[src/rtl/circular_fifo_queue_core_assert.svh]
// ----------------------------------------------------------------------------
// circular fifo queue assertion macros
// property forms for the queue core, used by the datapath
// ----------------------------------------------------------------------------
`ifndef CIRCULAR_FIFO_QUEUE_CORE_ASSERT_SVH
`define CIRCULAR_FIFO_QUEUE_CORE_ASSERT_SVH

// condition holds at every clock edge outside reset
`define CFQ_ASSERT_HOLDS(label, clk, rst_n, cond) \
	label: assert property (@(posedge clk) disable iff (!rst_n) (cond)) \
		else $error("cfq invariant violated");

// consequent holds in the cycle after the antecedent
`define CFQ_ASSERT_NEXT(label, clk, rst_n, ante, cons) \
	label: assert property (@(posedge clk) disable iff (!rst_n) (ante) |=> (cons)) \
		else $error("cfq sequence violated");

`endif

[src/rtl/cfq_pkg.sv]
// ----------------------------------------------------------------------------
// cfq_pkg
// shared types, codes and defaults of the circular fifo queue core
// ----------------------------------------------------------------------------
`default_nettype none

package cfq_pkg;

	localparam int DEPTH_DEF      = 16;
	localparam int DATA_WIDTH_DEF = 32;
	localparam int VALUE_W        = 32;
	localparam int CAP_W          = 5;
	localparam int REG_W          = 32;
	localparam int ADDR_W         = 3;

	// register select bit of paddr, word index of the capacity register
	localparam logic REG_CAPACITY = 1'b0;

	typedef enum logic [1:0] {
		OP_ENQ  = 2'd0,
		OP_DEQ  = 2'd1,
		OP_SHOW = 2'd2
	} op_t;

	typedef enum logic [1:0] {
		STAT_OK    = 2'd0,
		STAT_FULL  = 2'd1,
		STAT_EMPTY = 2'd2
	} status_t;

	typedef enum logic [1:0] {
		S_IDLE = 2'd0,
		S_READ = 2'd1,
		S_RESP = 2'd2
	} state_t;

	// controller to datapath
	typedef struct packed {
		logic    enq;
		logic    deq;
		logic    show;
		logic    load_stat;
		status_t stat;
		logic    load_rd;
		logic    step;
	} cmd_t;

	// datapath to controller
	typedef struct packed {
		logic full;
		logic empty;
		logic out_last;
	} sts_t;

endpackage

`default_nettype wire

[src/rtl/circular_fifo_queue_core.sv]
// ----------------------------------------------------------------------------
// circular_fifo_queue_core: ring-buffer fifo with enqueue, dequeue and show
// enqueue and refusals: result valid in the cycle after accept
// dequeue: accept, S_READ captures the registered ram read port, then the result in S_RESP
// show: per stored item, one ram read then one handoff per result
// one item at a time: next item accepted the cycle after its last result goes
// reset: queue empty, head and tail zero, capacity DEPTH, no ram clearing
// ----------------------------------------------------------------------------
`default_nettype none

module circular_fifo_queue_core #(
	parameter int DEPTH      = cfq_pkg::DEPTH_DEF,
	parameter int DATA_WIDTH = cfq_pkg::DATA_WIDTH_DEF
) (
	input  wire logic                          clk,
	input  wire logic                          arst_n,

	// input item stream
	input  wire logic                          s_tvalid,
	output logic                               s_tready,
	input  wire logic [cfq_pkg::VALUE_W-1:0]   s_tdata,   // [31:0] in_value
	input  wire logic [1:0]                    s_tuser,   // [1:0] operation

	// result stream
	output logic                               m_tvalid,
	input  wire logic                          m_tready,
	output logic      [cfq_pkg::VALUE_W-1:0]   m_tdata,   // [31:0] out_value
	output logic      [1:0]                    m_tuser,   // [1:0] status
	output logic                               m_tlast,

	// configuration port
	input  wire logic                          psel,
	input  wire logic                          penable,
	input  wire logic                          pwrite,
	input  wire logic [cfq_pkg::ADDR_W-1:0]    paddr,
	input  wire logic [cfq_pkg::REG_W-1:0]     pwdata,
	output logic      [cfq_pkg::REG_W-1:0]     prdata,
	output logic                               pready
);

	localparam int CW = $clog2(DEPTH + 1);

	// readback value of capacity after reset, clipped to the 5-bit capacity field
	localparam logic [cfq_pkg::CAP_W-1:0] CAP_RST =
		(DEPTH > 31) ? {cfq_pkg::CAP_W{1'b1}} : cfq_pkg::CAP_W'(DEPTH);

	logic [cfq_pkg::CAP_W-1:0] cap_raw_q;   // value as written
	logic [CW-1:0]             cap_eff_q;   // effective capacity, 1..DEPTH
	logic [CW-1:0]             cap_eff_d;
	logic [cfq_pkg::CAP_W-1:0] cap_wr;
	logic                      cfg_wr;

	cfq_pkg::cmd_t    cmd;
	cfq_pkg::sts_t    sts;
	cfq_pkg::status_t out_status;

	// apb: zero wait states, register selected by the word address bit
	assign pready = 1'b1;
	assign cfg_wr = psel && penable && pwrite && pready
		&& (paddr[2] == cfq_pkg::REG_CAPACITY);
	assign prdata = (paddr[2] == cfq_pkg::REG_CAPACITY)
		? cfq_pkg::REG_W'(cap_raw_q) : '0;

	// zero acts as one slot, anything above DEPTH acts as DEPTH
	assign cap_wr = pwdata[cfq_pkg::CAP_W-1:0];
	always_comb begin
		if (cap_wr == '0) begin
			cap_eff_d = CW'(1);
		end else if (32'(cap_wr) > DEPTH) begin
			cap_eff_d = CW'(DEPTH);
		end else begin
			cap_eff_d = CW'(cap_wr);
		end
	end

	always_ff @(posedge clk or negedge arst_n) begin
		if (!arst_n) begin
			cap_raw_q <= CAP_RST;
			cap_eff_q <= CW'(DEPTH);
		end else if (cfg_wr) begin
			cap_raw_q <= cap_wr;
			cap_eff_q <= cap_eff_d;
		end
	end

	// controller sequences one item: accept, optional ram read, handoff (repeated per stored item on show)
	cfq_ctrl u_ctrl (
		.clk       (clk),
		.arst_n    (arst_n),
		.in_valid  (s_tvalid),
		.in_op     (cfq_pkg::op_t'(s_tuser)),
		.in_ready  (s_tready),
		.out_valid (m_tvalid),
		.out_ready (m_tready),
		.sts       (sts),
		.cmd       (cmd)
	);

	// datapath also drops the queue on a capacity write (re-creation)
	cfq_datapath #(
		.DEPTH      (DEPTH),
		.DATA_WIDTH (DATA_WIDTH)
	) u_datapath (
		.clk        (clk),
		.arst_n     (arst_n),
		.clr        (cfg_wr),
		.cap_eff    (cap_eff_q),
		.in_value   (s_tdata),
		.cmd        (cmd),
		.sts        (sts),
		.out_value  (m_tdata),
		.out_status (out_status),
		.out_last   (m_tlast)
	);

	assign m_tuser = out_status;

endmodule

`default_nettype wire

[src/rtl/cfq_ram.sv]
// ----------------------------------------------------------------------------
// cfq_ram
// generic single write port, single read port ram with registered read
// ----------------------------------------------------------------------------
`default_nettype none

module cfq_ram #(
	parameter int WIDTH = cfq_pkg::DATA_WIDTH_DEF,
	parameter int DEPTH = cfq_pkg::DEPTH_DEF
) (
	input  wire logic                                       clk,
	input  wire logic                                       we,
	input  wire logic [((DEPTH > 1) ? $clog2(DEPTH) : 1)-1:0] waddr,
	input  wire logic [WIDTH-1:0]                           wdata,
	input  wire logic [((DEPTH > 1) ? $clog2(DEPTH) : 1)-1:0] raddr,
	output logic      [WIDTH-1:0]                           rdata
);

	logic [WIDTH-1:0] mem_q [DEPTH];
	logic [WIDTH-1:0] rdata_q;

	always_ff @(posedge clk) begin
		if (we) begin
			mem_q[waddr] <= wdata;
		end
		rdata_q <= mem_q[raddr];
	end

	assign rdata = rdata_q;

endmodule

`default_nettype wire

[src/rtl/cfq_ctrl.sv]
// ----------------------------------------------------------------------------
// cfq_ctrl
// controller fsm: takes one item, sequences ram reads and result handoff
// ----------------------------------------------------------------------------
`default_nettype none

module cfq_ctrl (
	input  wire logic          clk,
	input  wire logic          arst_n,
	input  wire logic          in_valid,
	input  wire cfq_pkg::op_t  in_op,
	output logic               in_ready,
	output logic               out_valid,
	input  wire logic          out_ready,
	input  wire cfq_pkg::sts_t sts,
	output cfq_pkg::cmd_t      cmd
);

	cfq_pkg::state_t state_q;
	cfq_pkg::state_t state_d;

	always_ff @(posedge clk or negedge arst_n) begin
		if (!arst_n) begin
			state_q <= cfq_pkg::S_IDLE;
		end else begin
			state_q <= state_d;
		end
	end

	always_comb begin
		state_d   = state_q;
		cmd       = '0;
		in_ready  = 1'b0;
		out_valid = 1'b0;
		unique case (state_q)
			cfq_pkg::S_IDLE: begin
				in_ready = 1'b1;
				if (in_valid) begin
					unique case (in_op)
						cfq_pkg::OP_ENQ: begin
							if (sts.full) begin
								cmd.load_stat = 1'b1;
								cmd.stat      = cfq_pkg::STAT_FULL;
							end else begin
								cmd.enq = 1'b1;
							end
							state_d = cfq_pkg::S_RESP;
						end
						cfq_pkg::OP_DEQ: begin
							if (sts.empty) begin
								cmd.load_stat = 1'b1;
								cmd.stat      = cfq_pkg::STAT_EMPTY;
								state_d       = cfq_pkg::S_RESP;
							end else begin
								cmd.deq = 1'b1;
								state_d = cfq_pkg::S_READ;
							end
						end
						cfq_pkg::OP_SHOW: begin
							if (sts.empty) begin
								cmd.load_stat = 1'b1;
								cmd.stat      = cfq_pkg::STAT_EMPTY;
								state_d       = cfq_pkg::S_RESP;
							end else begin
								cmd.show = 1'b1;
								state_d  = cfq_pkg::S_READ;
							end
						end
						default: begin
							// unknown operation: plain ok, no queue change
							cmd.load_stat = 1'b1;
							cmd.stat      = cfq_pkg::STAT_OK;
							state_d       = cfq_pkg::S_RESP;
						end
					endcase
				end
			end
			cfq_pkg::S_READ: begin
				cmd.load_rd = 1'b1;
				state_d     = cfq_pkg::S_RESP;
			end
			cfq_pkg::S_RESP: begin
				out_valid = 1'b1;
				if (out_ready) begin
					if (sts.out_last) begin
						state_d = cfq_pkg::S_IDLE;
					end else begin
						cmd.step = 1'b1;
						state_d  = cfq_pkg::S_READ;
					end
				end
			end
			default: begin
				state_d = cfq_pkg::S_IDLE;
			end
		endcase
	end

endmodule

`default_nettype wire

[src/rtl/cfq_datapath.sv]
// ----------------------------------------------------------------------------
// cfq_datapath
// ring pointers, occupancy count, slot ram and result register
// ----------------------------------------------------------------------------
`default_nettype none

module cfq_datapath #(
	parameter int DEPTH      = cfq_pkg::DEPTH_DEF,
	parameter int DATA_WIDTH = cfq_pkg::DATA_WIDTH_DEF
) (
	input  wire logic                          clk,
	input  wire logic                          arst_n,
	input  wire logic                          clr,
	input  wire logic [$clog2(DEPTH + 1)-1:0]  cap_eff,
	input  wire logic [cfq_pkg::VALUE_W-1:0]   in_value,
	input  wire cfq_pkg::cmd_t                 cmd,
	output cfq_pkg::sts_t                      sts,
	output logic      [cfq_pkg::VALUE_W-1:0]   out_value,
	output cfq_pkg::status_t                   out_status,
	output logic                               out_last
);

	localparam int IW = (DEPTH > 1) ? $clog2(DEPTH) : 1;
	localparam int CW = $clog2(DEPTH + 1);

	logic [IW-1:0] head_q;
	logic [IW-1:0] tail_q;
	logic [IW-1:0] pos_q;
	logic [CW-1:0] count_q;
	logic [CW-1:0] rem_q;

	logic [cfq_pkg::VALUE_W-1:0] out_value_q;
	cfq_pkg::status_t            out_status_q;
	logic                        out_last_q;

	logic [IW-1:0]                raddr;
	logic [DATA_WIDTH-1:0]        wdata;
	logic [DATA_WIDTH-1:0]        rdata;
	logic signed [63:0]           in_ext;
	logic signed [DATA_WIDTH-1:0] rd_s;
	logic signed [63:0]           rd_ext;

	// step an index around the ring of cap slots
	function automatic logic [IW-1:0] wrap_inc(input logic [IW-1:0] idx,
	                                           input logic [CW-1:0] cap);
		logic [IW:0] inc;
		inc = {1'b0, idx} + {{IW{1'b0}}, 1'b1};
		if (32'(inc) >= 32'(cap)) begin
			return '0;
		end
		return inc[IW-1:0];
	endfunction

	assign in_ext = 64'(signed'(in_value));
	assign wdata  = in_ext[DATA_WIDTH-1:0];
	assign rd_s   = rdata;
	assign rd_ext = 64'(rd_s);

	// next show position on a step, else the head
	assign raddr = cmd.step ? wrap_inc(pos_q, cap_eff) : head_q;

	cfq_ram #(
		.WIDTH (DATA_WIDTH),
		.DEPTH (DEPTH)
	) u_slots (
		.clk   (clk),
		.we    (cmd.enq),
		.waddr (tail_q),
		.wdata (wdata),
		.raddr (raddr),
		.rdata (rdata)
	);

	always_ff @(posedge clk or negedge arst_n) begin
		if (!arst_n) begin
			head_q  <= '0;
			tail_q  <= '0;
			pos_q   <= '0;
			count_q <= '0;
			rem_q   <= '0;
		end else if (clr) begin
			head_q  <= '0;
			tail_q  <= '0;
			count_q <= '0;
		end else begin
			if (cmd.enq) begin
				tail_q  <= wrap_inc(tail_q, cap_eff);
				count_q <= count_q + CW'(1);
			end
			if (cmd.deq) begin
				head_q  <= wrap_inc(head_q, cap_eff);
				count_q <= count_q - CW'(1);
				rem_q   <= CW'(1);
			end
			if (cmd.show) begin
				pos_q <= head_q;
				rem_q <= count_q;
			end
			if (cmd.step) begin
				pos_q <= wrap_inc(pos_q, cap_eff);
				rem_q <= rem_q - CW'(1);
			end
		end
	end

	always_ff @(posedge clk or negedge arst_n) begin
		if (!arst_n) begin
			out_status_q <= cfq_pkg::STAT_OK;
			out_last_q   <= 1'b1;
		end else if (cmd.enq) begin
			out_status_q <= cfq_pkg::STAT_OK;
			out_last_q   <= 1'b1;
		end else if (cmd.load_stat) begin
			out_status_q <= cmd.stat;
			out_last_q   <= 1'b1;
		end else if (cmd.load_rd) begin
			out_status_q <= cfq_pkg::STAT_OK;
			out_last_q   <= (rem_q == CW'(1));
		end
	end

	always_ff @(posedge clk) begin
		if (cmd.enq || cmd.load_stat) begin
			out_value_q <= '0;
		end else if (cmd.load_rd) begin
			out_value_q <= rd_ext[cfq_pkg::VALUE_W-1:0];
		end
	end

	assign sts.full     = (count_q >= cap_eff);
	assign sts.empty    = (count_q == '0);
	assign sts.out_last = out_last_q;

	assign out_value  = out_value_q;
	assign out_status = out_status_q;
	assign out_last   = out_last_q;

	`include "circular_fifo_queue_core_assert.svh"

	`CFQ_ASSERT_HOLDS(a_count_le_cap, clk, arst_n, count_q <= cap_eff)
	`CFQ_ASSERT_HOLDS(a_head_in_ring, clk, arst_n, 32'(head_q) < 32'(cap_eff))
	`CFQ_ASSERT_HOLDS(a_tail_in_ring, clk, arst_n, 32'(tail_q) < 32'(cap_eff))
	`CFQ_ASSERT_NEXT(a_enq_counts, clk, arst_n, cmd.enq && !clr,
		count_q == $past(count_q) + CW'(1))

endmodule

`default_nettype wire
[config.mk]
export PLATFORM = sky130hd
export DESIGN_NAME = circular_fifo_queue_core
export DESIGN_NICKNAME = d
export VERILOG_FILES = /design/src/rtl/cfq_pkg.sv /design/src/rtl/circular_fifo_queue_core.sv /design/src/rtl/cfq_ram.sv /design/src/rtl/cfq_ctrl.sv /design/src/rtl/cfq_datapath.sv
export VERILOG_INCLUDE_DIRS = /design/src /design/src/rtl
export SDC_FILE = /design/constraint.sdc
export NUM_CORES = 1
export LEC_CHECK = 0
export ABC_AREA = 1
export BUFFER_PORTS_ARGS = -buffer_cell sky130_fd_sc_hd__buf_4
export CORE_ASPECT_RATIO = 0.8
export CORE_UTILIZATION = 30
export DETAILED_ROUTE_END_ITERATION = 10
export PLACE_DENSITY_LB_ADDON = 0.2
export SETUP_SLACK_MARGIN = 0.2
export SYNTH_ARGS = -nofsm -noshare
export SYNTH_HDL_FRONTEND = slang
export SYNTH_SLANG_ARGS = --single-unit
export TNS_END_PERCENT = 10
[constraint.sdc]
create_clock -name clk -period 4.7 [get_ports clk]
set_input_delay 0.47 -clock clk [delete_from_list [all_inputs] [get_ports clk]]
set_output_delay 0.47 -clock clk [all_outputs]
set_load 0.02 [all_outputs]
==> results.py, run 1 <==
metrics = {
    "run_status": {
        "run_status": "complete, no violations",
    },
    "drt": {
        "dr.first_iter.drc_count": 1142,
        "wirelength_mm": 73.1,
        "vias_per_cell": 4.63,
        "detail_route.wl_per_cell_um": 18.8,
        "vias": 17987,
        "postRouteAntennaNets": 0,
        "drt_drc_violations_left": 0,
        "first_pass_iteration_count_of_the_detailed_router": 5,
    },
    "power": {
        "switching_share": 0.348,
        "share_seq_of_total_power": 0.383,
        "switching_power_mw": 5.97,
        "power.ir.vdd_worst_uv": 331,
        "internal-power_mw": 11.2,
        "leakage_nw": 12.7,
        "power_density_normalized_to_cell_area_nw_per_um2": 551,
        "p_clk_frac": 0.312,
        "power.share.combinational": 0.304,
    },
    "critical_path": {
        "endpoint_kind": "flip-flop",
        "critical_path.reg2reg.startpoint": "u_datapath.pos_q[0]",
        "cp_max_fo": 35,
        "timing_worst_setup_path_type": "reg -> reg",
        "startpoint_class": "flip-flop",
        "reg2reg_setup_slack_ps": 1130,
        "ff2ff_path_depth": 13,
        "timing.rr.end": "u_datapath.u_slots.rdata[17]",
        "data_required_critical_path_ps": 5190,
        "crit_arrival_ps": 4060,
    },
    "finish": {
        "area.sequential_um2": 17600,
        "n_fill_cell": 8678,
        "post_route_cells_drive_above_1_share": 0.0968,
        "final_core_utilization": 0.354,
        "final_area_um2": 31100,
        "finalNetCount": 2752,
        "area_delta_synth_final_pct": 16.3,
        "antenna_cells_inserted": 0,
        "multi_input_comb_area_um2": 7170,
    },
    "grt": {
        "first_global_vias": 17866,
        "grt_overflow": 0,
        "global_route_wire_length_before_repair_mm": 112,
        "maximum_number_of_pins_on_one_net_before_global_route_repair": 131,
        "antenna_found_initial": 2,
        "globalRouteTotalUtil": 0.163,
    },
    "placement": {
        "port-buffer-count": 88,
        "area_of_placed_instances_um2": 28900,
        "place_congestion": 0.760,
        "dp_hpwl_mm": 36.8,
    },
    "hold_path": {
        "min-delay-start": "pwdata[4]",
        "worstHoldEndpoint": "cap_eff_q[2]",
        "hold_class": "in -> reg",
        "hold_path_depth": 2,
    },
    "synthesis": {
        "ys_types": 38,
        "asyncSetResetFlopFracSynth": 0.0604,
        "synthesis.area_per_instance_um2": 10.3,
        "post_synthesis_instance_total": 2586,
        "synthXorXnorAreaFrac": 0.00327,
        "largest_family_of_logic_cells_by_synthesized_area": "simple AND/OR/NAND/NOR gates",
        "post-synth-top-area-fraction": 0.575,
        "post-synth-top-count-cell": "sky130_fd_sc_hd__nand3_1",
        "synth_flop_cell": "sky130_fd_sc_hd__edfxtp_1",
        "mappedNetlistArea_um2": 26800,
        "yosys_register_bits": 613,
        "post_synth_mux_area_share": 0,
        "synth-edff-count": 512,
        "compound_gate_fraction_of_synth_area": 0.0177,
        "yosys-top-cells-area": "sky130_fd_sc_hd__edfxtp_1, sky130_fd_sc_hd__nand3_1, sky130_fd_sc_hd__nand2_1, sky130_fd_sc_hd__inv_1, sky130_fd_sc_hd__dfxtp_1",
        "synth_warnings": 0,
        "synth_seq_area_share": 0.657,
        "synth_area_leader_cell": "sky130_fd_sc_hd__edfxtp_1",
        "synthAdderAreaFrac": 0.0171,
        "synth_top_cells_by_count": "sky130_fd_sc_hd__nand3_1, sky130_fd_sc_hd__nand2_1, sky130_fd_sc_hd__edfxtp_1",
        "synth_simple_gate_area_frac": 0.218,
    },
    "clock_tree": {
        "clockBufferDepth": 3,
        "cts.clk_slew.worst_paths_ps": 60,
        "clock_sink_count": 613,
        "tritoncts": "done",
        "worst_skew_pair.late_latency_ps": 620,
        "htree_levels": 3,
        "cts.root.buffer_cell": "sky130_fd_sc_hd__clkbuf_16",
        "cts-buffers-inserted": 69,
    },
    "die": {
        "die_height_um": 269,
        "die-area_um2": 90400,
        "dieWidth_um": 336,
        "core_um2": 88000,
        "num_rows": 97,
        "start_util": 0.304,
        "io-pin-count": 146,
    },
    "job": {
        "cap_viol_max_count": 0,
    },
    "timing": {
        "fin_setup_tns_ps": 0,
        "rsz0062_at_grt": "false",
        "clock.fmax_mhz": 280,
        "slew_viol_final": 0,
        "worst_clock_skew_ps": 29.4,
        "relSlewSlack": 0.268,
        "setup_viol": 0,
        "finalCritPeriodShare": 0.760,
        "fin_crit_ps": 3570,
        "tightestPinTransition_ps": 1090,
        "whs_ps": 57.7,
        "finalHoldViolCount": 0,
    },
}
-- cells by family after synthesis --
| family | after synthesis |
|---|---|
| simple gates | 1281 |
| flops | 613 |
| buf+inv | 555 |
| compound gates | 89 |
| fa+ha+maj | 36 |
| xor+xnor | 10 |
| other cells | 2 |
-- flip-flops by register name, summed over array words and instances (netlist names) --
signal                    flops
u_datapath.head_q             4
u_ctrl.state_q                2
u_datapath.out_status         2
u_datapath.out_last           1
u_datapath.pos_q              4
u_datapath.out_value         32
u_datapath.tail_q             4
u_datapath.rem_q              5
cap_raw_q                     5
u_datapath.u_slots.rdata     32
cap_eff_q                     5
u_datapath.u_slots.mem_q    512
u_datapath.count_q            5
-- through the flow --
step / setup WS (ps) / cells / power, mW
2_1_floorplan: 633 / 2612 / 10.1
3_3_place_gp: 1210 / 3756 / 11.9
3_5_place_dp: 1210 / 3756 / 12.0
4_1_cts: 1150 / 3884 / 17.4
5_1_grt: 933 / 3884 / 18.2
6_report: 1130 / 3884 / 17.1
-- repair_timing --
action / 4_1_cts / 5_1_grt
hold endpoints to repair: 34 / 0
resized for setup: 0 / 0
setup endpoints to repair: 0 / 0
hold buffers: 1 / 0
buffers inserted: 0 / 0
-- area by class of cell --
type,instances,area share
flip-flops and latches,613,0.565
multi-input cells,1444,0.230
clock buffers,93,0.0621
well taps,1188,0.0478
inverters,384,0.0463
repair buffers,128,0.0382
clock inverters,34,0.0103
-- critical path, cell delays in order (launching register included) --
cell and delay [ps]:
sky130_fd_sc_hd__dfrtp_1 450, sky130_fd_sc_hd__ha_1 260, sky130_fd_sc_hd__xor2_1 220, sky130_fd_sc_hd__ha_1 280, sky130_fd_sc_hd__nand2_1 80, sky130_fd_sc_hd__nor2_1 40, sky130_fd_sc_hd__nand2_1 110, sky130_fd_sc_hd__nand3_1 240
sky130_fd_sc_hd__o22ai_4 190, sky130_fd_sc_hd__buf_4 480, sky130_fd_sc_hd__buf_4 600, sky130_fd_sc_hd__nand3_1 180, sky130_fd_sc_hd__nand3_1 180, sky130_fd_sc_hd__nand2_1 70
-- cells in the final DEF, fill, tap and decap left out, types with 35 or more instances in the layout --
cell type                   Yosys  routed
sky130_fd_sc_hd__ha_1          35      35
sky130_fd_sc_hd__inv_1        381     379
sky130_fd_sc_hd__nand3b_1      64      64
sky130_fd_sc_hd__a21oi_1       42      42
sky130_fd_sc_hd__dfxtp_1       64      64
sky130_fd_sc_hd__buf_4         35     109
sky130_fd_sc_hd__nand2_1      559     557
sky130_fd_sc_hd__edfxtp_1     512     512
sky130_fd_sc_hd__nand3_1      595     595
sky130_fd_sc_hd__clkbuf_16      0      73
-- routing by layer --
metal / wire length [um] / GRT usage / vias to the layer above
met1: 33900 / 0.220 / 8815
met3: 2880 / 0.0255 / 103
li1: - / - / 8712
met4: 1330 / 0.0401 / 4
met2: 35000 / 0.272 / 353
met5: 16 / 0 / -
-- how the worst max path moves through the flow --
stage	from	to	slack, ps	cells past startpoint
global placement	u_datapath.pos_q[0]	u_datapath.u_slots.rdata[17]	1210	13
detailed placement	u_datapath.pos_q[0]	u_datapath.u_slots.rdata[17]	1210	13
global route	u_datapath.pos_q[0]	u_datapath.u_slots.rdata[17]	930	13
CTS	u_datapath.pos_q[0]	u_datapath.u_slots.rdata[17]	1150	13
floorplan	cap_eff_q[4]	u_datapath.u_slots.mem_q[15][0]	630	9
finish	u_datapath.pos_q[0]	u_datapath.u_slots.rdata[17]	1130	13
-- power by group through the flow --
stage | combinational (mW) | clock [mW] | sequential (mW)
after floorplan | 3.40 | 0 | 6.75
after global placement | 5.23 | 0 | 6.70
after detailed placement | 5.28 | 0 | 6.70
after CTS | 5.30 | 5.51 | 6.59
after global routing | 5.86 | 5.70 | 6.62
final | 5.22 | 5.36 | 6.58
Note: power is estimated with default switching activity, not from simulation.
==> run 2, diff against run 1 <==
--- a/config.mk
+++ b/config.mk
@@ -6,7 +6,7 @@
 export SDC_FILE = /design/constraint.sdc
 export NUM_CORES = 1
 export LEC_CHECK = 0
-export ABC_AREA = 1
+export ABC_AREA = 0
 export BUFFER_PORTS_ARGS = -buffer_cell sky130_fd_sc_hd__buf_4
 export CORE_ASPECT_RATIO = 0.8
 export CORE_UTILIZATION = 30
==> constraint.sdc (replaced) <==
create_clock -name clk -period 2.9 [get_ports clk]
set_input_delay 0.29 -clock clk [delete_from_list [all_inputs] [get_ports clk]]
set_output_delay 0.29 -clock clk [all_outputs]
set_load 0.02 [all_outputs]
==> results.py, run 2 <==
metrics = {
    "run_status": {
        "run_status": "finished with violations",
        "violations": "setup timing",
    },
    "power": {
        "p_clk_frac": 0.305,
        "power.share.combinational": 0.316,
        "totalPowerFinal_mw": 28.2,
        "share_seq_of_total_power": 0.379,
        "switching_power_mw": 8.83,
        "leakage_nw": 12.1,
        "power.ir.vdd_worst_uv": 527,
        "switching_share": 0.313,
        "power_density_normalized_to_cell_area_nw_per_um2": 874,
        "internal-power_mw": 19.4,
    },
    "placement": {
        "place_congestion": 0.797,
        "post-place-cells": 2940,
        "dp_hpwl_mm": 43.2,
        "area_of_placed_instances_um2": 28300,
        "port-buffer-count": 88,
    },
    "drt": {
        "drt_drc_violations_left": 0,
        "first_pass_iteration_count_of_the_detailed_router": 5,
        "postRouteAntennaNets": 0,
        "wirelength_mm": 69.9,
        "vias": 15318,
        "detail_route.wl_per_cell_um": 22.3,
        "dr.first_iter.drc_count": 1152,
        "vias_per_cell": 4.90,
    },
    "finish": {
        "number_of_flip_flops_under_the_largest_register_name": 512,
        "final_common_cell": "sky130_fd_sc_hd__edfxtp_1",
        "finalNetCount": 2094,
        "multi_input_comb_area_um2": 7440,
        "final_cell_count_no_fill": 3129,
        "post_route_cells_drive_above_1_share": 0.259,
        "n_fill_cell": 7496,
        "final_area_um2": 32200,
        "area.sequential_um2": 17600,
        "commonest_non_fill_non_tap_cells_in_the_layout": "sky130_fd_sc_hd__edfxtp_1, sky130_fd_sc_hd__buf_4, sky130_fd_sc_hd__mux2i_1, sky130_fd_sc_hd__a21oi_1, sky130_fd_sc_hd__o21ai_0",
        "reg_with_most_ffs": "u_datapath.u_slots.mem_q",
        "area_delta_synth_final_pct": 30.4,
    },
    "grt": {
        "maximum_number_of_pins_on_one_net_before_global_route_repair": 51,
        "globalRouteTotalUtil": 0.166,
        "grt_overflow": 0,
        "antenna_found_initial": 2,
        "global_route_wire_length_before_repair_mm": 103,
        "first_global_vias": 15674,
    },
    "clock_tree": {
        "cts.root.buffer_cell": "sky130_fd_sc_hd__clkbuf_16",
        "worst_skew_pair.late_latency_ps": 620,
        "tritoncts": "done",
        "htree_levels": 3,
        "cts-buffers-inserted": 66,
        "clock_sink_count": 613,
        "cts.clk_slew.worst_paths_ps": 60,
        "clockBufferDepth": 3,
    },
    "die": {
        "start_util": 0.305,
        "die_height_um": 259,
        "num_rows": 93,
        "dieWidth_um": 323,
        "core_um2": 81000,
        "io-pin-count": 146,
        "die-area_um2": 83500,
    },
    "synthesis": {
        "asyncSetResetFlopFracSynth": 0.0604,
        "ys_types": 66,
        "post_synthesis_instance_total": 1705,
        "synth_seq_area_share": 0.712,
        "post-synth-top-count-cell": "sky130_fd_sc_hd__edfxtp_1",
        "synth-edff-count": 512,
        "synthesis.area_per_instance_um2": 14.5,
        "synth_warnings": 0,
        "yosys_register_bits": 613,
        "post-synth-top-area-fraction": 0.622,
        "synth_flop_cell": "sky130_fd_sc_hd__edfxtp_1",
        "synth_top_cells_by_count": "sky130_fd_sc_hd__edfxtp_1, sky130_fd_sc_hd__a21oi_1, sky130_fd_sc_hd__mux2i_1",
        "synth_area_leader_cell": "sky130_fd_sc_hd__edfxtp_1",
        "mappedNetlistArea_um2": 24700,
        "yosys-top-cells-area": "sky130_fd_sc_hd__edfxtp_1, sky130_fd_sc_hd__dfxtp_1, sky130_fd_sc_hd__mux2i_1, sky130_fd_sc_hd__dfrtp_1, sky130_fd_sc_hd__a21oi_1",
    },
    "timing": {
        "slew_viol_final": 0,
        "tightestPinTransition_ps": 674,
        "fin_setup_tns_ps": -7170,
        "worst_clock_skew_ps": 22.4,
        "setup_viol": 32,
        "clock.fmax_mhz": 313,
        "finalHoldViolCount": 0,
        "finalCritPeriodShare": 1.10,
        "rsz0062_at_grt": "true",
        "fin_crit_ps": 3190,
        "relSlewSlack": 0.550,
        "layout_setup_ws_ps": -294,
    },
    "critical_path": {
        "cp_top_family": "compound AO/OA/AOI/OAI gates",
        "crit_buf_inv": 2,
        "crit_arrival_ps": 3680,
        "startpoint_class": "flip-flop",
        "timing_worst_setup_path_type": "reg -> reg",
        "data_required_critical_path_ps": 3390,
        "critical_path_depth": 11,
        "worst_path_max_delay_cell": "sky130_fd_sc_hd__dfrtp_1",
        "cp_cell_sequence": "ha_4 > and3_4 > ha_4 > a2111oi_4 > a21boi_4 > nor2_4 > buf_12 > buf_12 > mux2_4 > a2111oi_4 > or3b_1",
        "cp_max_fo": 12,
        "endpoint_kind": "flip-flop",
        "ff2ff_path_depth": 11,
        "max_stage_delay_ps": 440,
    },
    "hold_path": {
        "hold_path_depth": 4,
        "hold_class": "in -> reg",
    },
    "job": {
        "cap_viol_max_count": 0,
    },
}
-- run 2: changes by cell type in the layout (fill, tap and decap cells not counted), sizes merged, moves of 35 or more --
cell	before	now
nand3	596	107
o21ai	35	119
nand2	561	107
buf	127	268
a2111oi	0	35
nand3b	64	3
dlygate4sd3	1	40
mux2i	0	128
a21oi	42	146
o22ai	5	68
inv	385	24
-- run 2: final cells by class --
cell class                      instances  share of cell area
Sequential cell                       613               0.546
Tap cell                             1092              0.0424
Clock inverter                         31              0.0102
Inverter                               19             0.00221
Antenna cell                            1           0.0000776
Multi-Input combinational cell        969               0.231
Clock buffer                           91              0.0586
Timing Repair Buffer                  313               0.110
-- run 2: worst paths after layout --
check                                        startpoint                      endpoint  slack, ps
setup / recovery                    u_datapath.pos_q[0]  u_datapath.u_slots.rdata[13]       -290
hold / removal                                 m_tready             u_ctrl.state_q[1]         40
setup reg to reg                    u_datapath.pos_q[0]  u_datapath.u_slots.rdata[13]       -290
hold reg to reg            u_datapath.u_slots.rdata[26]      u_datapath.out_value[26]        450
max in group asynchronous                        arst_n             u_ctrl.state_q[1]       2320
min in group asynchronous                        arst_n                  cap_raw_q[3]        200
-- run 2: what timing repair did --
action,4_1_cts,5_1_grt
hold endpoints to repair,560,0
pin swaps,21,16
hold buffers,40,0
cloned,4,5
buffers inserted,8,9
gates resized for setup,156,46
setup endpoints to repair,548,543
-- run 2: cell families (layout without fill, tap and decap cells) --
family | count (synthesis) | after routing | share of synthesized area
flops | 613 | 613 | 0.712
compound gates | 401 | 401 | 0.0953
simple gates | 333 | 334 | 0.0704
mux | 161 | 161 | 0.0711
buf+inv | 150 | 454 | 0.0294
fa+ha+maj | 36 | 36 | 0.0185
xor+xnor | 9 | 9 | 0.00319
other cells | 2 | 29 | 0.000304
-- run 2: per-layer routing --
metal  up-vias  GRT usage  wire, um
met2       371      0.258     31700
met4         2     0.0402      1330
met3        92     0.0320      3230
li1       7051          -         -
met1      7802      0.238     33600
met5         -          0        13
-- run 2: worst register-to-register path, stage by stage (launching register included) --
cell and delay (ps):
sky130_fd_sc_hd__dfrtp_1 440, sky130_fd_sc_hd__ha_4 200, sky130_fd_sc_hd__and3_4 150, sky130_fd_sc_hd__ha_4 230, sky130_fd_sc_hd__a2111oi_4 330, sky130_fd_sc_hd__a21boi_4 300, sky130_fd_sc_hd__nor2_4 70, sky130_fd_sc_hd__buf_12 170
sky130_fd_sc_hd__buf_12 180, sky130_fd_sc_hd__mux2_4 330, sky130_fd_sc_hd__a2111oi_4 310, sky130_fd_sc_hd__or3b_1 380
-- run 2: stage by stage --
step | setup slack, ps | utilization | hold slack [ps]
2_1_floorplan | -196 | - | -5.59
3_3_place_gp | -741 | 0.350 | 295
3_5_place_dp | -613 | 0.350 | 297
4_1_cts | -270 | 0.393 | 8.43
5_1_grt | -400 | 0.398 | 33.0
6_report | -294 | 0.398 | 36.9
-- run 2: power groups by stage --
stage	Clock (mW)	Sequential (mW)	Combinational, mW
after global placement	0	10.9	7.76
after global routing	9.16	10.8	9.59
final	8.60	10.7	8.90
after CTS	8.82	10.7	8.69
after detailed placement	0	10.9	7.83
after floorplan	0	11.0	4.54
==> run 3, diff against run 2 <==
--- a/config.mk
+++ b/config.mk
@@ -11,7 +11,10 @@
 export CORE_ASPECT_RATIO = 0.8
 export CORE_UTILIZATION = 30
 export DETAILED_ROUTE_END_ITERATION = 10
+export GPL_TIMING_DRIVEN = 0
 export PLACE_DENSITY_LB_ADDON = 0.2
+export RECOVER_POWER = 50
+export REMOVE_ABC_BUFFERS = 1
 export SETUP_SLACK_MARGIN = 0.2
 export SYNTH_ARGS = -nofsm -noshare
 export SYNTH_HDL_FRONTEND = slang
==> results.py, run 3 (synthesis results as in run 2) <==
metrics = {
    "run_status": {
        "run_status": "finished with violations",
        "violations": "capacitance limit, slew limit, setup timing",
    },
    "clock_tree": {
        "clockBufferDepth": 3,
        "cts-buffers-inserted": 69,
        "tritoncts": "done",
        "cts.clk_slew.worst_paths_ps": 60,
        "clock_sink_count": 613,
        "htree_levels": 3,
        "worst_skew_pair.late_latency_ps": 610,
        "cts.root.buffer_cell": "sky130_fd_sc_hd__clkbuf_16",
    },
    "critical_path": {
        "reg2reg_setup_slack_ps": -600,
        "cp_max_fo": 4,
        "ff2ff_path_depth": 15,
        "timing_worst_setup_path_type": "reg -> reg",
        "data_required_critical_path_ps": 3380,
        "timing.rr.end": "u_datapath.u_slots.rdata[15]",
        "critical_path.reg2reg.startpoint": "u_datapath.pos_q[0]",
        "startpoint_class": "flip-flop",
        "crit_arrival_ps": 3980,
        "endpoint_kind": "flip-flop",
    },
    "power": {
        "power.ir.vdd_worst_uv": 523,
        "power_density_normalized_to_cell_area_nw_per_um2": 900,
        "leakage_nw": 12.0,
    },
    "placement": {
        "post-place-cells": 2822,
        "place_congestion": 0.757,
        "port-buffer-count": 88,
        "dp_hpwl_mm": 37.7,
    },
    "finish": {
        "commonest_non_fill_non_tap_cells_in_the_layout": "sky130_fd_sc_hd__edfxtp_1, sky130_fd_sc_hd__a21oi_1, sky130_fd_sc_hd__mux2i_1, sky130_fd_sc_hd__buf_4, sky130_fd_sc_hd__o21ai_0",
        "post_route_cells_drive_above_1_share": 0.231,
        "area.sequential_um2": 17600,
        "final_cell_count_no_fill": 3102,
        "area_delta_synth_final_pct": 30.6,
        "finalNetCount": 2068,
        "reg_with_most_ffs": "u_datapath.u_slots.mem_q",
        "n_fill_cell": 7469,
        "number_of_flip_flops_under_the_largest_register_name": 512,
        "final_common_cell": "sky130_fd_sc_hd__edfxtp_1",
        "multi_input_comb_area_um2": 7600,
    },
    "timing": {
        "fin_setup_tns_ps": -17970,
        "setup_viol": 84,
        "layout_setup_ws_ps": -600,
        "worst_clock_skew_ps": 25.7,
        "relSlewSlack": -0.481,
        "tightestPinTransition_ps": 2220,
        "fin_crit_ps": 3500,
        "slew_viol_final": 38,
        "finalHoldViolCount": 0,
        "clock.fmax_mhz": 286,
        "rsz0062_at_grt": "true",
        "finalCritPeriodShare": 1.21,
    },
    "die": {
        "core_um2": 81000,
        "die_height_um": 259,
        "start_util": 0.305,
        "dieWidth_um": 323,
        "io-pin-count": 146,
        "die-area_um2": 83500,
        "num_rows": 93,
    },
    "hold_path": {
        "min-delay-start": "s_tuser[1]",
        "worstHoldEndpoint": "u_datapath.out_status[1]",
        "hold_class": "in -> reg",
        "hold_path_depth": 3,
    },
    "grt": {
        "maximum_number_of_pins_on_one_net_before_global_route_repair": 75,
        "global_route_wire_length_before_repair_mm": 99.9,
        "antenna_found_initial": 4,
        "grt_overflow": 0,
        "first_global_vias": 15242,
        "globalRouteTotalUtil": 0.161,
    },
    "drt": {
        "vias": 15227,
        "wirelength_mm": 69.1,
        "detail_route.wl_per_cell_um": 22.3,
        "first_pass_iteration_count_of_the_detailed_router": 5,
        "postRouteAntennaNets": 0,
        "vias_per_cell": 4.91,
        "dr.first_iter.drc_count": 1264,
        "drt_drc_violations_left": 0,
    },
    "job": {
        "cap_viol_max_count": 1,
    },
}
==> run 3: area by class of cell <==
type / instances / share of cell area
inverters: 19 / 0.00240
clock inverters: 26 / 0.00795
multi-input cells: 969 / 0.236
repair buffers: 284 / 0.105
diodes: 1 / 0.0000775
clock buffers: 98 / 0.0614
well taps: 1092 / 0.0423
flip-flops and latches: 613 / 0.545
==> run 3: critical path, cell delays in order, from the launching register on <==
cell and delay (ps):
sky130_fd_sc_hd__dfrtp_2 450, sky130_fd_sc_hd__nand3_2 100, sky130_fd_sc_hd__xor2_2 200, sky130_fd_sc_hd__inv_2 80
sky130_fd_sc_hd__ha_4 170, sky130_fd_sc_hd__a2111oi_4 380, sky130_fd_sc_hd__a21boi_4 310, sky130_fd_sc_hd__buf_12 140
sky130_fd_sc_hd__nor2_4 50, sky130_fd_sc_hd__buf_4 150, sky130_fd_sc_hd__buf_6 110, sky130_fd_sc_hd__buf_6 120
sky130_fd_sc_hd__buf_16 120, sky130_fd_sc_hd__mux2_4 300, sky130_fd_sc_hd__a2111oi_4 310, sky130_fd_sc_hd__or3b_1 380
==> run 3: worst max path at each step <==
stage	startpoint	endpoint	slack, ps	depth (start not counted)
2_1_floorplan	u_ctrl.state_q[0]	u_datapath.u_slots.rdata[1]	-4300	6
3_3_place_gp	u_datapath.out_last	u_datapath.u_slots.rdata[0]	-11530	6
3_5_place_dp	u_ctrl.state_q[0]	u_datapath.u_slots.rdata[25]	-1950	10
4_1_cts	u_datapath.pos_q[1]	u_datapath.u_slots.rdata[31]	-600	14
5_1_grt	u_datapath.pos_q[0]	u_datapath.u_slots.rdata[10]	-700	14
6_report	u_datapath.pos_q[0]	u_datapath.u_slots.rdata[15]	-600	15
==> run 3: power breakdown <==
| group | leakage (nW) | switching [mW] | internal [mW] |
|---|---|---|---|
| Sequential | 5.61 | 0.431 | 10.2 |
| Combinational | 5.34 | 4.96 | 4.78 |
| Clock | 1.10 | 3.49 | 5.13 |
| Total | 12.0 | 8.88 | 20.2 |
==> run 3: stage by stage <==
stage | worst slack, ps | hold slack, ps | power, mW | instance area [um2] | utilization
detailed placement | -1950 | 306 | 17.9 | 27200 | 0.336
finish | -600 | 109 | 29.0 | 32300 | 0.399
global placement | -11530 | 301 | 16.9 | 26200 | 0.323
floorplan | -4300 | -5.59 | 15.4 | 24200 | -
global route | -698 | 102 | 30.4 | 32300 | 0.399
CTS | -599 | 70.1 | 28.6 | 31700 | 0.392
==> run 3: per-layer routing <==
metal,up-vias,global-route usage,wire length [um]
met3,116,0.0293,3300
met2,394,0.267,33400
li1,6999,-,-
met1,7712,0.217,30900
met5,-,0,46
met4,6,0.0420,1570
==> run 3: timing repair <==
| item | in CTS | in global routing |
|---|---|---|
| pin swaps | 59 | 33 |
| gates resized for setup | 191 | 41 |
| gates cloned | 13 | 7 |
| setup endpoints to repair | 551 | 527 |
| hold buffers | 41 | 0 |
| hold endpoints to repair | 552 | 0 |
| setup buffers | 56 | 38 |
